**src/rtl/core/rhw_pkg.sv**
```systemverilog
// Package for the rolling-hash winnowing unit.
// Holds field and register types, reset values and the mod 2^31-1 reduction.
// No dependencies.
`default_nettype none

package rhw_pkg;

   typedef logic [7:0]  char_type;
   typedef logic [30:0] hash_type;
   typedef logic [23:0] pos_type;
   typedef logic [30:0] csr_data_type;

   typedef enum logic [1:0] {
      CSR_GRAM_LENGTH    = 2'd0,
      CSR_HASH_BASE      = 2'd1,
      CSR_WINDOW_SIZE    = 2'd2,
      CSR_LEADING_WEIGHT = 2'd3
   } csr_index_type;

   localparam hash_type PRIME_P = 31'h7FFF_FFFF;
   localparam pos_type  POS_MAX = 24'hFF_FFFF;

   localparam logic [5:0]  RST_GRAM_LENGTH    = 6'd10;
   localparam logic [7:0]  RST_HASH_BASE      = 8'd19;
   localparam logic [5:0]  RST_WINDOW_SIZE    = 6'd15;
   localparam logic [30:0] RST_LEADING_WEIGHT = 31'd565150729;

   // Fold a product below 2^40 twice into 31 bits, then one conditional subtract.
   function automatic hash_type mod_p(input logic [39:0] d);
      logic [31:0] f1;
      logic [31:0] f2;
      f1 = {1'b0, d[30:0]} + {23'b0, d[39:31]};
      f2 = {1'b0, f1[30:0]} + {31'b0, f1[31]};
      if (f2 >= {1'b0, PRIME_P}) begin
         f2 = f2 - {1'b0, PRIME_P};
      end
      return f2[30:0];
   endfunction

endpackage

`default_nettype wire

```
**src/rtl/core/rolling_hash_winnowing_unit.sv**
```systemverilog
// Rolling-hash winnowing unit: top level.
// Byte ring and hash ring in local synchronous memories; uses rhw_pkg.
// Usage:
//   Request channel (req_*): one document byte per transfer, with req_doc_start
//   set on the first byte of a document. Result channel (rsp_*): one
//   (fingerprint hash, gram position) per change of the selected minimum.
//   Configuration (csr_*): write gram length, hash base, window size and the
//   leading weight base^(k-1) mod 2^31-1 while the unit is idle.
// Timing:
//   One byte at a time; a byte goes through, before the next transfer, the
//   leaving-byte read in the transfer cycle and two multiply/reduce pairs
//   through a single multiply path each. A byte that completes a gram adds
//   a decision state, and one that selects a new gram adds an emit state to
//   load the result register, which waits while an earlier result is
//   stalled. With no selected minimum yet, or when the selected minimum
//   leaves the window, the hash ring is rescanned through its single read
//   port, one entry a cycle.
// Reset: synchronous; the unit comes up idle with the register defaults
//   and no document in progress. Ring contents are left unwritten.
// Stall: a result waits in the output register while rsp_stall is high; the
//   next byte is still taken and only a further result waits behind it.
`default_nettype none

module rolling_hash_winnowing_unit #(
   parameter int GRAM_MAX   = 32,
   parameter int WINDOW_MAX = 32
) (
   input  wire                   clock,
   input  wire                   reset,
   input  wire                   req_valid,
   output logic                  req_stall,
   input  rhw_pkg::char_type     req_char_in,
   input  wire                   req_doc_start,
   output logic                  rsp_valid,
   input  wire                   rsp_stall,
   output rhw_pkg::hash_type     rsp_fingerprint_hash,
   output rhw_pkg::pos_type      rsp_gram_position,
   input  wire                   csr_we,
   input  rhw_pkg::csr_index_type csr_index,
   input  rhw_pkg::csr_data_type csr_wdata
);
   import rhw_pkg::*;

   localparam int GA = $clog2(GRAM_MAX);
   localparam int HA = $clog2(WINDOW_MAX);
   localparam int KW = $clog2(GRAM_MAX + 1);
   localparam int WW = $clog2(WINDOW_MAX + 1);

   typedef enum logic [2:0] {
      S_IDLE,
      S_MUL1,
      S_RED1,
      S_MUL2,
      S_RED2,
      S_DECIDE,
      S_SCAN,
      S_EMIT
   } state_type;

   // configuration
   logic [5:0]  gram_length_ff, gram_length_in;
   logic [7:0]  hash_base_ff, hash_base_in;
   logic [5:0]  window_size_ff, window_size_in;
   logic [30:0] leading_weight_ff, leading_weight_in;

   // control
   state_type       state_ff, state_in;
   pos_type         byte_count_ff, byte_count_in;
   logic [GA-1:0]   gptr_ff, gptr_in;
   // byte count modulo the hash ring depth
   logic [HA-1:0]   hptr_ff, hptr_in;
   hash_type        running_hash_ff, running_hash_in;
   hash_type        min_hash_ff, min_hash_in;
   pos_type         min_pos_ff, min_pos_in;
   logic            min_valid_ff, min_valid_in;
   logic            rsp_valid_ff, rsp_valid_in;
   logic [WW-1:0]   issue_left_ff, issue_left_in;
   logic [WW-1:0]   cmp_left_ff, cmp_left_in;
   logic            rvalid_ff, rvalid_in;
   logic            best_seen_ff, best_seen_in;

   // datapath
   char_type        char_ff, char_in;
   logic [39:0]     prod_ff, prod_in;
   hash_type        sub_ff, sub_in;
   hash_type        h_ff, h_in;
   pos_type         g_ff, g_in;
   logic [HA-1:0]   hidx_ff, hidx_in;
   logic [HA-1:0]   rd_idx_ff, rd_idx_in;
   hash_type        best_ff, best_in;
   pos_type         best_pos_ff, best_pos_in;
   pos_type         cmp_pos_ff, cmp_pos_in;
   hash_type        rsp_hash_ff, rsp_hash_in;
   pos_type         rsp_pos_ff, rsp_pos_in;

   // memories
   char_type        gram_mem [GRAM_MAX];
   hash_type        hash_mem [WINDOW_MAX];
   logic            gram_we;
   logic [GA-1:0]   gram_raddr;
   char_type        gram_q_ff;
   logic            hash_we;
   hash_type        hash_wdata;
   logic [HA-1:0]   hash_raddr;
   hash_type        hash_q_ff;

   // helpers
   logic [KW-1:0]   k_eff;
   logic [WW-1:0]   w_eff;
   logic [31:0]     k_wide;
   logic [31:0]     w_wide;
   hash_type        lw_red;
   logic            req_xfer;
   logic            saturated;
   logic [31:0]     leave_wide;
   char_type        leave_byte;
   logic [38:0]     mul1;
   hash_type        diff;
   logic [31:0]     diff_wrap;
   logic [39:0]     mul2;
   hash_type        h_red;
   logic [24:0]     n_plus1;
   logic [24:0]     g_plus1;
   logic [24:0]     min_end;
   logic [31:0]     scan_start;
   logic            take_new;
   hash_type        best_sel;
   pos_type         best_pos_sel;
   logic [HA-1:0]   hptr_next;
   logic [HA-1:0]   kmod;
   logic [31:0]     hwr_wide;
   logic [HA-1:0]   hwr_idx;

   // gram length modulo the hash ring depth, as a small constant table
   function automatic logic [HA-1:0] gram_mod_window(input logic [KW-1:0] k);
      logic [HA-1:0] r;
      r = '0;
      for (int i = 1; i <= GRAM_MAX; i++) begin
         if (k == KW'(i)) begin
            r = HA'(i % WINDOW_MAX);
         end
      end
      return r;
   endfunction

   // clamp lengths: zero acts as one, values past the ring depth act as the depth
   always_comb begin
      if (gram_length_ff == 6'd0) begin
         k_wide = 32'd1;
      end else if (32'(gram_length_ff) > 32'(GRAM_MAX)) begin
         k_wide = 32'(GRAM_MAX);
      end else begin
         k_wide = 32'(gram_length_ff);
      end
      if (window_size_ff == 6'd0) begin
         w_wide = 32'd1;
      end else if (32'(window_size_ff) > 32'(WINDOW_MAX)) begin
         w_wide = 32'(WINDOW_MAX);
      end else begin
         w_wide = 32'(window_size_ff);
      end
   end

   assign k_eff  = k_wide[KW-1:0];
   assign w_eff  = w_wide[WW-1:0];
   assign lw_red = (leading_weight_ff == PRIME_P) ? 31'd0 : leading_weight_ff;

   assign req_stall = (state_ff != S_IDLE);
   assign req_xfer  = req_valid && !req_stall;
   assign saturated = !req_doc_start && (byte_count_ff == POS_MAX);

   // leaving byte sits k entries behind the write pointer
   assign leave_wide = 32'(gptr_ff) + 32'(GRAM_MAX) - 32'(k_eff);
   assign gram_raddr = (leave_wide >= 32'(GRAM_MAX)) ?
                       GA'(leave_wide - 32'(GRAM_MAX)) : GA'(leave_wide);
   assign leave_byte = (25'(byte_count_ff) >= 25'(k_eff)) ? gram_q_ff : 8'd0;
   assign mul1       = {31'b0, leave_byte} * {8'b0, lw_red};

   assign diff_wrap = {1'b0, running_hash_ff} + {1'b0, PRIME_P} - {1'b0, sub_ff};
   assign diff      = (running_hash_ff >= sub_ff) ? (running_hash_ff - sub_ff) :
                      diff_wrap[30:0];
   assign mul2      = {9'b0, diff} * {32'b0, hash_base_ff} + {32'b0, char_ff};
   assign h_red     = mod_p(prod_ff);

   assign n_plus1 = 25'(byte_count_ff) + 25'd1;
   assign g_plus1 = 25'(g_ff) + 25'd1;
   assign min_end = 25'(min_pos_ff) + 25'(w_eff);

   // hash slot of gram n+1-k: (n+1) mod depth minus k mod depth, wrapped
   assign hptr_next = (32'(hptr_ff) == 32'(WINDOW_MAX - 1)) ? '0 : hptr_ff + 1'b1;
   assign kmod      = gram_mod_window(k_eff);
   assign hwr_wide  = (hptr_next >= kmod) ? (32'(hptr_next) - 32'(kmod)) :
                      (32'(hptr_next) + 32'(WINDOW_MAX) - 32'(kmod));
   assign hwr_idx   = hwr_wide[HA-1:0];

   assign scan_start = (32'(hidx_ff) >= w_wide - 32'd1) ?
                       (32'(hidx_ff) - (w_wide - 32'd1)) :
                       (32'(hidx_ff) + 32'(WINDOW_MAX) - (w_wide - 32'd1));

   // rescan compare: ties go to the later gram
   assign take_new     = !best_seen_ff || (hash_q_ff <= best_ff);
   assign best_sel     = take_new ? hash_q_ff : best_ff;
   assign best_pos_sel = take_new ? cmp_pos_ff : best_pos_ff;

   assign hash_raddr = rd_idx_ff;
   assign hash_wdata = h_red;

   always_comb begin
      gram_length_in    = gram_length_ff;
      hash_base_in      = hash_base_ff;
      window_size_in    = window_size_ff;
      leading_weight_in = leading_weight_ff;
      state_in          = state_ff;
      byte_count_in     = byte_count_ff;
      gptr_in           = gptr_ff;
      hptr_in           = hptr_ff;
      running_hash_in   = running_hash_ff;
      min_hash_in       = min_hash_ff;
      min_pos_in        = min_pos_ff;
      min_valid_in      = min_valid_ff;
      rsp_valid_in      = rsp_valid_ff && rsp_stall;
      issue_left_in     = issue_left_ff;
      cmp_left_in       = cmp_left_ff;
      rvalid_in         = 1'b0;
      best_seen_in      = best_seen_ff;
      char_in           = char_ff;
      prod_in           = prod_ff;
      sub_in            = sub_ff;
      h_in              = h_ff;
      g_in              = g_ff;
      hidx_in           = hidx_ff;
      rd_idx_in         = rd_idx_ff;
      best_in           = best_ff;
      best_pos_in       = best_pos_ff;
      cmp_pos_in        = cmp_pos_ff;
      rsp_hash_in       = rsp_hash_ff;
      rsp_pos_in        = rsp_pos_ff;
      gram_we           = 1'b0;
      hash_we           = 1'b0;

      if (csr_we) begin
         case (csr_index)
            CSR_GRAM_LENGTH:    gram_length_in    = csr_wdata[5:0];
            CSR_HASH_BASE:      hash_base_in      = csr_wdata[7:0];
            CSR_WINDOW_SIZE:    window_size_in    = csr_wdata[5:0];
            CSR_LEADING_WEIGHT: leading_weight_in = csr_wdata;
            default: ;
         endcase
      end

      case (state_ff)
         S_IDLE: begin
            if (req_xfer) begin
               char_in = req_char_in;
               if (req_doc_start) begin
                  byte_count_in   = '0;
                  gptr_in         = '0;
                  hptr_in         = '0;
                  running_hash_in = '0;
                  min_hash_in     = '0;
                  min_pos_in      = '0;
                  min_valid_in    = 1'b0;
               end
               // drop bytes once the position count is saturated
               if (!saturated) begin
                  state_in = S_MUL1;
               end
            end
         end
         S_MUL1: begin
            prod_in  = {1'b0, mul1};
            gram_we  = 1'b1;
            state_in = S_RED1;
         end
         S_RED1: begin
            sub_in   = mod_p(prod_ff);
            state_in = S_MUL2;
         end
         S_MUL2: begin
            prod_in  = mul2;
            state_in = S_RED2;
         end
         S_RED2: begin
            h_in            = h_red;
            running_hash_in = h_red;
            byte_count_in   = n_plus1[23:0];
            gptr_in         = (32'(gptr_ff) == 32'(GRAM_MAX - 1)) ? '0 : gptr_ff + 1'b1;
            hptr_in         = hptr_next;
            if (n_plus1 >= 25'(k_eff)) begin
               hash_we  = 1'b1;
               hidx_in  = hwr_idx;
               g_in     = 24'(n_plus1 - 25'(k_eff));
               state_in = S_DECIDE;
            end else begin
               state_in = S_IDLE;
            end
         end
         S_DECIDE: begin
            if (g_plus1 < 25'(w_eff)) begin
               state_in = S_IDLE;
            end else if (!min_valid_ff || (min_end <= 25'(g_ff))) begin
               rd_idx_in     = scan_start[HA-1:0];
               issue_left_in = w_eff;
               cmp_left_in   = w_eff;
               best_seen_in  = 1'b0;
               cmp_pos_in    = 24'(g_plus1 - 25'(w_eff));
               state_in      = S_SCAN;
            end else if (h_ff <= min_hash_ff) begin
               min_hash_in = h_ff;
               min_pos_in  = g_ff;
               state_in    = S_EMIT;
            end else begin
               state_in = S_IDLE;
            end
         end
         S_SCAN: begin
            // issue one ring read a cycle, compare it the cycle after
            if (issue_left_ff != '0) begin
               issue_left_in = issue_left_ff - 1'b1;
               rvalid_in     = 1'b1;
               rd_idx_in     = (32'(rd_idx_ff) == 32'(WINDOW_MAX - 1)) ? '0 :
                               rd_idx_ff + 1'b1;
            end
            if (rvalid_ff) begin
               best_in      = best_sel;
               best_pos_in  = best_pos_sel;
               best_seen_in = 1'b1;
               cmp_pos_in   = cmp_pos_ff + 1'b1;
               cmp_left_in  = cmp_left_ff - 1'b1;
               if (cmp_left_ff == WW'(1)) begin
                  min_hash_in  = best_sel;
                  min_pos_in   = best_pos_sel;
                  min_valid_in = 1'b1;
                  state_in     = S_EMIT;
               end
            end
         end
         S_EMIT: begin
            // hold until the output register is free
            if (!rsp_valid_ff || !rsp_stall) begin
               rsp_valid_in = 1'b1;
               rsp_hash_in  = min_hash_ff;
               rsp_pos_in   = min_pos_ff;
               state_in     = S_IDLE;
            end
         end
         default: begin
            state_in = S_IDLE;
         end
      endcase
   end

   always_ff @(posedge clock) begin
      if (reset) begin
         gram_length_ff    <= RST_GRAM_LENGTH;
         hash_base_ff      <= RST_HASH_BASE;
         window_size_ff    <= RST_WINDOW_SIZE;
         leading_weight_ff <= RST_LEADING_WEIGHT;
         state_ff          <= S_IDLE;
         byte_count_ff     <= '0;
         gptr_ff           <= '0;
         hptr_ff           <= '0;
         running_hash_ff   <= '0;
         min_hash_ff       <= '0;
         min_pos_ff        <= '0;
         min_valid_ff      <= 1'b0;
         rsp_valid_ff      <= 1'b0;
         issue_left_ff     <= '0;
         cmp_left_ff       <= '0;
         rvalid_ff         <= 1'b0;
         best_seen_ff      <= 1'b0;
      end else begin
         gram_length_ff    <= gram_length_in;
         hash_base_ff      <= hash_base_in;
         window_size_ff    <= window_size_in;
         leading_weight_ff <= leading_weight_in;
         state_ff          <= state_in;
         byte_count_ff     <= byte_count_in;
         gptr_ff           <= gptr_in;
         hptr_ff           <= hptr_in;
         running_hash_ff   <= running_hash_in;
         min_hash_ff       <= min_hash_in;
         min_pos_ff        <= min_pos_in;
         min_valid_ff      <= min_valid_in;
         rsp_valid_ff      <= rsp_valid_in;
         issue_left_ff     <= issue_left_in;
         cmp_left_ff       <= cmp_left_in;
         rvalid_ff         <= rvalid_in;
         best_seen_ff      <= best_seen_in;
      end
      char_ff     <= char_in;
      prod_ff     <= prod_in;
      sub_ff      <= sub_in;
      h_ff        <= h_in;
      g_ff        <= g_in;
      hidx_ff     <= hidx_in;
      rd_idx_ff   <= rd_idx_in;
      best_ff     <= best_in;
      best_pos_ff <= best_pos_in;
      cmp_pos_ff  <= cmp_pos_in;
      rsp_hash_ff <= rsp_hash_in;
      rsp_pos_ff  <= rsp_pos_in;
   end

   always_ff @(posedge clock) begin
      if (gram_we) begin
         gram_mem[gptr_ff] <= char_ff;
      end
      gram_q_ff <= gram_mem[gram_raddr];
   end

   always_ff @(posedge clock) begin
      if (hash_we) begin
         hash_mem[hwr_idx] <= hash_wdata;
      end
      hash_q_ff <= hash_mem[hash_raddr];
   end

   assign rsp_valid            = rsp_valid_ff;
   assign rsp_fingerprint_hash = rsp_hash_ff;
   assign rsp_gram_position    = rsp_pos_ff;

endmodule

`default_nettype wire

```
**config.mk**
```make
export PLATFORM = sky130hd
export DESIGN_NAME = rolling_hash_winnowing_unit
export DESIGN_NICKNAME = d
export VERILOG_FILES = /design/src/rtl/core/rhw_pkg.sv /design/src/rtl/core/rolling_hash_winnowing_unit.sv
export SDC_FILE = /design/constraint.sdc
export NUM_CORES = 2
export LEC_CHECK = 0
export ABC_AREA = 1
export BUFFER_PORTS_ARGS = -buffer_cell sky130_fd_sc_hd__buf_2
export CAP_MARGIN = 0
export CORE_MARGIN = 2
export CORE_UTILIZATION = 45
export DETAILED_ROUTE_END_ITERATION = 7
export GPL_TIMING_DRIVEN = 0
export PLACE_DENSITY_LB_ADDON = 0.25
export SYNTH_ARGS = -nofsm -noshare
export SYNTH_HDL_FRONTEND = slang
export SYNTH_SLANG_ARGS = --single-unit
export TNS_END_PERCENT = 30
```
**constraint.sdc**
```tcl
create_clock -name clock -period 10.1 [get_ports clock]
set_clock_uncertainty 0.2 [all_clocks]
set_input_delay 2.02 -clock clock [delete_from_list [all_inputs] [get_ports clock]]
set_output_delay 2.02 -clock clock [all_outputs]
set_load 0.03 [all_outputs]
```
After elaboration in Yosys (flattened, before gate mapping) --
Memory sizes are Yosys's and may differ from the RTL's. A register that Yosys moved wholly into a read port is not among the register bits. Index checks and enable logic that the tools add are counted.
Cells by class: add/subtract/negate cells 28, reduce and logical (&&, ||, !) cells 38, magnitude comparators 13, bitwise operators 1, equal/unequal tests 59, multipliers 2, muxes and demuxes 114
Operators by type and width (number):
- $mux W31 | 11
- $mux W24 | 11
- $mux W5 | 42
- $eq A6 B5 Y1 const B | 16
- $pmux W24 S2 | 2
- $pmux W31 S3 | 1
- $pmux W40 S2 | 1
- $pmux W24 S3 | 1
- $le A31 B31 Y1 | 2
- $pmux W31 S2 | 1
- $sub A31 B31 Y31 | 2
- $add A24 B1 Y25 const B | 2
- $eq A6 B4 Y1 const B | 8
- $mux W6 | 8
- $sub A24 B6 Y24 | 2
- $add A39 B8 Y40 | 1
- $mul A31 B8 Y39 | 1
- $mul A8 B31 Y39 | 1
- $add A31 B1 Y32 | 1
- $add A31 B9 Y32 | 1
- $ge A32 B31 Y1 const B | 1
- $ge A32 B6 Y1 const B | 1
- $ge A5 B32 Y1 | 1
- $add A31 B31 Y31 const B | 1
- 53 further kinds | 136
Word-level totals: memories kept 2, input bits 47, bits in registers 468, RAM bits 1248, logic and storage cells 286, output and inout bits 57
Memories:
- hash_mem | words 32, bits a word 31, read ports 1, clocked after memory_dff 1, wr ports 1, line rolling_hash_winnowing_unit.sv:98 | hash_type hash_mem [WINDOW_MAX];
- gram_mem | words 32, bits a word 8, read ports 1, clocked after memory_dff 1, wr ports 1, line rolling_hash_winnowing_unit.sv:97 | char_type gram_mem [GRAM_MAX];

Logic depth before layout (Yosys ltp) --
word-level depth 38, gate-level depth with buffers 47

Worst setup path before layout --
Ideal clock, no wire load.
kind register -> register, from register sub_ff[6], to register prod_ff[29] (data pin), setup slack 2.834 ns, period minus slack after synthesis 7.266 ns, arrival time 6.812 ns, cell stages (with the launch flop) 42, required time 9.646 ns, cell sequence edfxtp_1 -> inv_1 -> ha_1 -> clkbuf_2 -> a21oi_1 -> inv_1 -> a21oi_1 -> o21ai_0 -> nand2_1 -> nand2_1 -> a21oi_1 -> o21ai_1 -> nand2_1 -> nand2_1 -> a21oi_1 -> nand2_1 -> buf_2 -> o21ai_0 -> (+6 left out) -> fa_1 -> inv_1 -> ha_1 -> a21oi_1 -> nand2_1 -> nand3_1 -> nand3b_1 -> nand2_1 -> nand2_1 -> a21oi_1 -> o21bai_1 -> a21oi_1 -> o21ai_0 -> a21boi_0 -> o21ai_0 -> xor2_1 -> nand2_1 -> nand2_1
Between the ends: cells in the longest elaborated chain, start to end 5, elaborated cells between the ends (all ways) 7, classes of those cells add/sub: 3; mul: 1; order compare: 1; mux: 2
Ends and longest elaborated chain:
- from (decl) | line rolling_hash_winnowing_unit.sv:85 | hash_type sub_ff, sub_in;
- from (signal assigned) | line rolling_hash_winnowing_unit.sv:393 | sub_ff <= sub_in;
- $sub A31 B31 Y31, or another cell as far along | line rolling_hash_winnowing_unit.sv:179 | assign diff_wrap = {1'b0, running_hash_ff} + {1'b0, PRIME_P} - {1'b0, sub_ff};
- $mux W31 (*) | line rolling_hash_winnowing_unit.sv:180 | assign diff = (running_hash_ff >= sub_ff) ? (running_hash_ff - sub_ff) :
- $mul A31 B8 Y39 (*) | line rolling_hash_winnowing_unit.sv:182 | assign mul2 = {9'b0, diff} * {32'b0, hash_base_ff} + {32'b0, char_ff};
- $add A39 B8 Y40 (*) | line rolling_hash_winnowing_unit.sv:182
- $pmux W40 S2 (*) | line rolling_hash_winnowing_unit.sv:251 | case (state_ff)
- net prod_in[29] | line rolling_hash_winnowing_unit.sv:84 | logic [39:0] prod_ff, prod_in;
- to (signal assigned) | line rolling_hash_winnowing_unit.sv:392 | prod_ff <= prod_in;
- to (decl) | line rolling_hash_winnowing_unit.sv:84
The timed path passes the listed nets; every way through them passes the cells marked *. A chain may end at the register's enable or synchronous reset.

Worst setup path in the final report --
from register sub_ff[12], to register prod_ff[29] (data pin)
The elaborated chain is that of the path after synthesis.

==> results.json <==
{
  "detail-route-antenna-nets": 0,
  "wl_per_cell_um": 25.0,
  "final_nets": 10900,
  "pwr-share-seq_pct": 33.5,
  "synth_area_um2": 95600,
  "grt_pass1_vias": 71500,
  "grt_remaining_overflow": 0,
  "worstHoldPathType": "reg2reg",
  "crit_arrival_ns": 9.76,
  "synth_top_area_share_pct": 47.9,
  "setup_viol": 0,
  "clk_pin_slew_ns": 0.06,
  "ff2ff_setup_slack_ns": 0.61,
  "drive_above_1_share_pct": 7.11,
  "critPathKind": "reg2reg",
  "rr_startpoint": "sub_ff[12]$_DFFE_PP_",
  "cts.sinks": 1755,
  "cp_max_fo": 10,
  "ys_warn_count": 0,
  "ys_ff_latch": 1755,
  "htree_num_levels": 4,
  "rr_endpoint": "prod_ff[29]$_DFFE_PP_",
  "whs_path_depth": 2,
  "whs_endpoint": "hptr_ff[3]$_SDFFE_PP0P_",
  "grt_pass1_wl_mm": 475,
  "antenna_found_initial": 17,
  "die_w_um": 465,
  "vias_per_cell": 5.71,
  "ios": 104,
  "start_kind": "flip-flop",
  "p_sw_share_pct": 41.3,
  "clock_path_buffers": 3,
  "synthCells": 9785,
  "p_sw_mw": 11.7,
  "clock_latency_ns": 0.87,
  "final_hold_viol_count": 0,
  "irDropWorstVdd_mv": 0.325,
  "run_status": "finished, final reports clean",
  "wl_mm": 328,
  "comb_power_share_pct": 43.3,
  "area_growth_pct": 12.4,
  "max_cap_violations": 0,
  "gp_congestion": 1.02,
  "synth_cell_types": 77,
  "tightest_slew_ns": 1.40,
  "p_leak_nw": 42.1,
  "die_area_um2": 216000,
  "first_iter_violations": 9295,
  "crit_path_frequent_cell": "nand2_1",
  "grt_max_degree": 39,
  "slowest_delay_ns": 0.56,
  "drt_first_pass_iters": 7,
  "internal-power_mw": 16.6,
  "holdCritStartpoint": "hptr_ff[3]$_SDFFE_PP0P_",
  "clkPwrFrac_pct": 23.2,
  "cts-root-buf": "clkbuf_16",
  "ys_async_sr_fraction_pct": 0,
  "cts_tree": "built",
  "period_share_pct": 94.0,
  "dominantRegCellSynth": "edfxtp_1",
  "setup_tns_ns": 0,
  "cp-end-kind": "flip-flop",
  "yosys.area.top_type": "edfxtp_1",
  "io_buffers": 102,
  "coreArea_um2": 212000,
  "cts_buffers": 181,
  "grt.total_usage_pct": 29.9,
  "clock.fmax_mhz": 105,
  "power-per-cell-area_nw_per_um2": 263,
  "synth_fp_nets": 10500,
  "worstRegToRegCells": 42,
  "final_common_cell": "nand2_1",
  "layout_common_cells": "nand2_1, edfxtp_1, nor2_1",
  "final_util_pct": 50.8,
  "syn_area_per_cell_um2": 9.77,
  "crit_required_ns": 10.36,
  "rsz0062_at_grt": "no",
  "period_minus_slack_ns": 9.49,
  "rows": 169,
  "synth_area_leaders": "edfxtp_1, fa_1, nand2_1",
  "route.detailed.drc": 0,
  "dp_hpwl_mm": 247,
  "die_y_um": 465,
  "slowest_stage": "fa_1",
  "drv_slew": 0,
  "synth_edf_count": 1526,
  "vias": 74900,
  "relSlewSlack_pct": 5.85,
  "start_util_pct": 45.2,
  "ys_seq_area_share_pct": 52.7
}
## synthesized netlist by cell type (all sizes together), types with 12 or more instances
cell type	count
a21oi	340
o21a	40
a31oi	20
fa	365
nand2	1577
or2	15
o22ai	300
xor2	169
edfxtp	1526
ha	328
clkinv	12
mux2	18
o21ai	907
o32ai	84
a21o	14
buf	37
clkbuf	383
dfxtp	229
nor3	67
nor2	1626
xnor2	37
nand3b	26
inv	1103
and2	33
o211ai	22
nor4	23
nand4	143
nand3	277
## registers in the layout, indices dropped and copies added (netlist names), 31 cells and up
register              flops
h_ff                     31
sub_ff                   31
rsp_fingerprint_hash     31
hash_q_ff                31
best_ff                  31
leading_weight_ff        31
gram_mem                256
running_hash_ff          31
prod_ff                  40
hash_mem                992
min_hash_ff              31
## stage by stage
step	hold slack, ns	total power, mW	instance area (µm²)	instances	setup WS (ns)
floorplan	0.231	17.0	95600	9785	2.83
global placement	0.254	21.1	99700	12700	0.273
detailed placement	0.259	21.6	102000	12800	0.313
CTS	0.268	28.1	107000	13100	0.202
global route	0.299	29.8	107000	13100	0.0730
finish	0.270	28.2	107000	13100	0.606
## area by class of cell
| cell class | count | area (µm²) |
|---|---|---|
| multi-input cells | 6495 | 39800 |
| fillers | 19000 | 104000 |
| inverters | 1115 | 4190 |
| flip-flops and latches | 1755 | 50400 |
| well taps | 2821 | 3530 |
| repair buffers | 176 | 2130 |
| plain buffers | 420 | 1690 |
| clock inverters | 107 | 1030 |
| clock buffers | 224 | 4730 |
| diodes | 1 | 2.50 |
## critical path: cells and delay by family (launching register included)
kind                     cells  cell delay [ns]
XOR/XNOR                     1             0.16
buffers and inverters        6             0.99
adder cells (fa/ha/maj)      6             2.72
AO/OA/AOI/OAI               13             2.81
AND/OR/NAND/NOR             16             1.91
flip-flops                   1             0.37
## cell families after synthesis
family	after synthesis	synth area share [%]
simple gates	3797	16.6
compound gates	1778	10.5
flops	1755	52.7
buf+inv	1535	6.15
fa+ha+maj	693	11.9
xor+xnor	206	1.91
mux	21	0.243
## metal layers
layer / up-vias / part of all wire, % / GRT usage, %
li1: 33900 / - / -
met1: 36700 / 42 / 42.3
met2: 3817 / 44 / 45.6
met3: 503 / 10 / 5.72
met4: 4 / 4.1 / 11.1
met5: - / 0.0073 / 0
## power groups by stage
stage	combinational [mW]	sequential, mW	clock [mW]
global placement	11.3	9.75	0
global route	13.4	9.49	6.89
CTS	12.0	9.47	6.60
floorplan	7.58	9.46	0
finish	12.2	9.47	6.54
detailed placement	11.9	9.62	0
## how the worst max path moves through the flow
stage	startpoint	end	slack [ns]	cells after the start
floorplan	sub_ff[6]$_DFFE_PP_	prod_ff[29]$_DFFE_PP_	2.83	41
global placement	gram_length_ff[2]$_SDFFE_PP0P_	prod_ff[27]$_DFFE_PP_	0.27	32
detailed placement	gram_length_ff[2]$_SDFFE_PP0P_	prod_ff[29]$_DFFE_PP_	0.31	34
CTS	gram_length_ff[2]$_SDFFE_PP0P_	prod_ff[27]$_DFFE_PP_	0.20	34
global route	sub_ff[6]$_DFFE_PP_	prod_ff[29]$_DFFE_PP_	0.07	43
finish	sub_ff[12]$_DFFE_PP_	prod_ff[29]$_DFFE_PP_	0.61	42
## timing repair
item,in CTS,in global routing
setup buffers,0,2
endpoints found under the setup margin,0,4
hold buffers,0,0
endpoints found under the hold margin,0,0
gates resized for setup,0,5
Note: power is estimated with default switching activity, not from simulation.
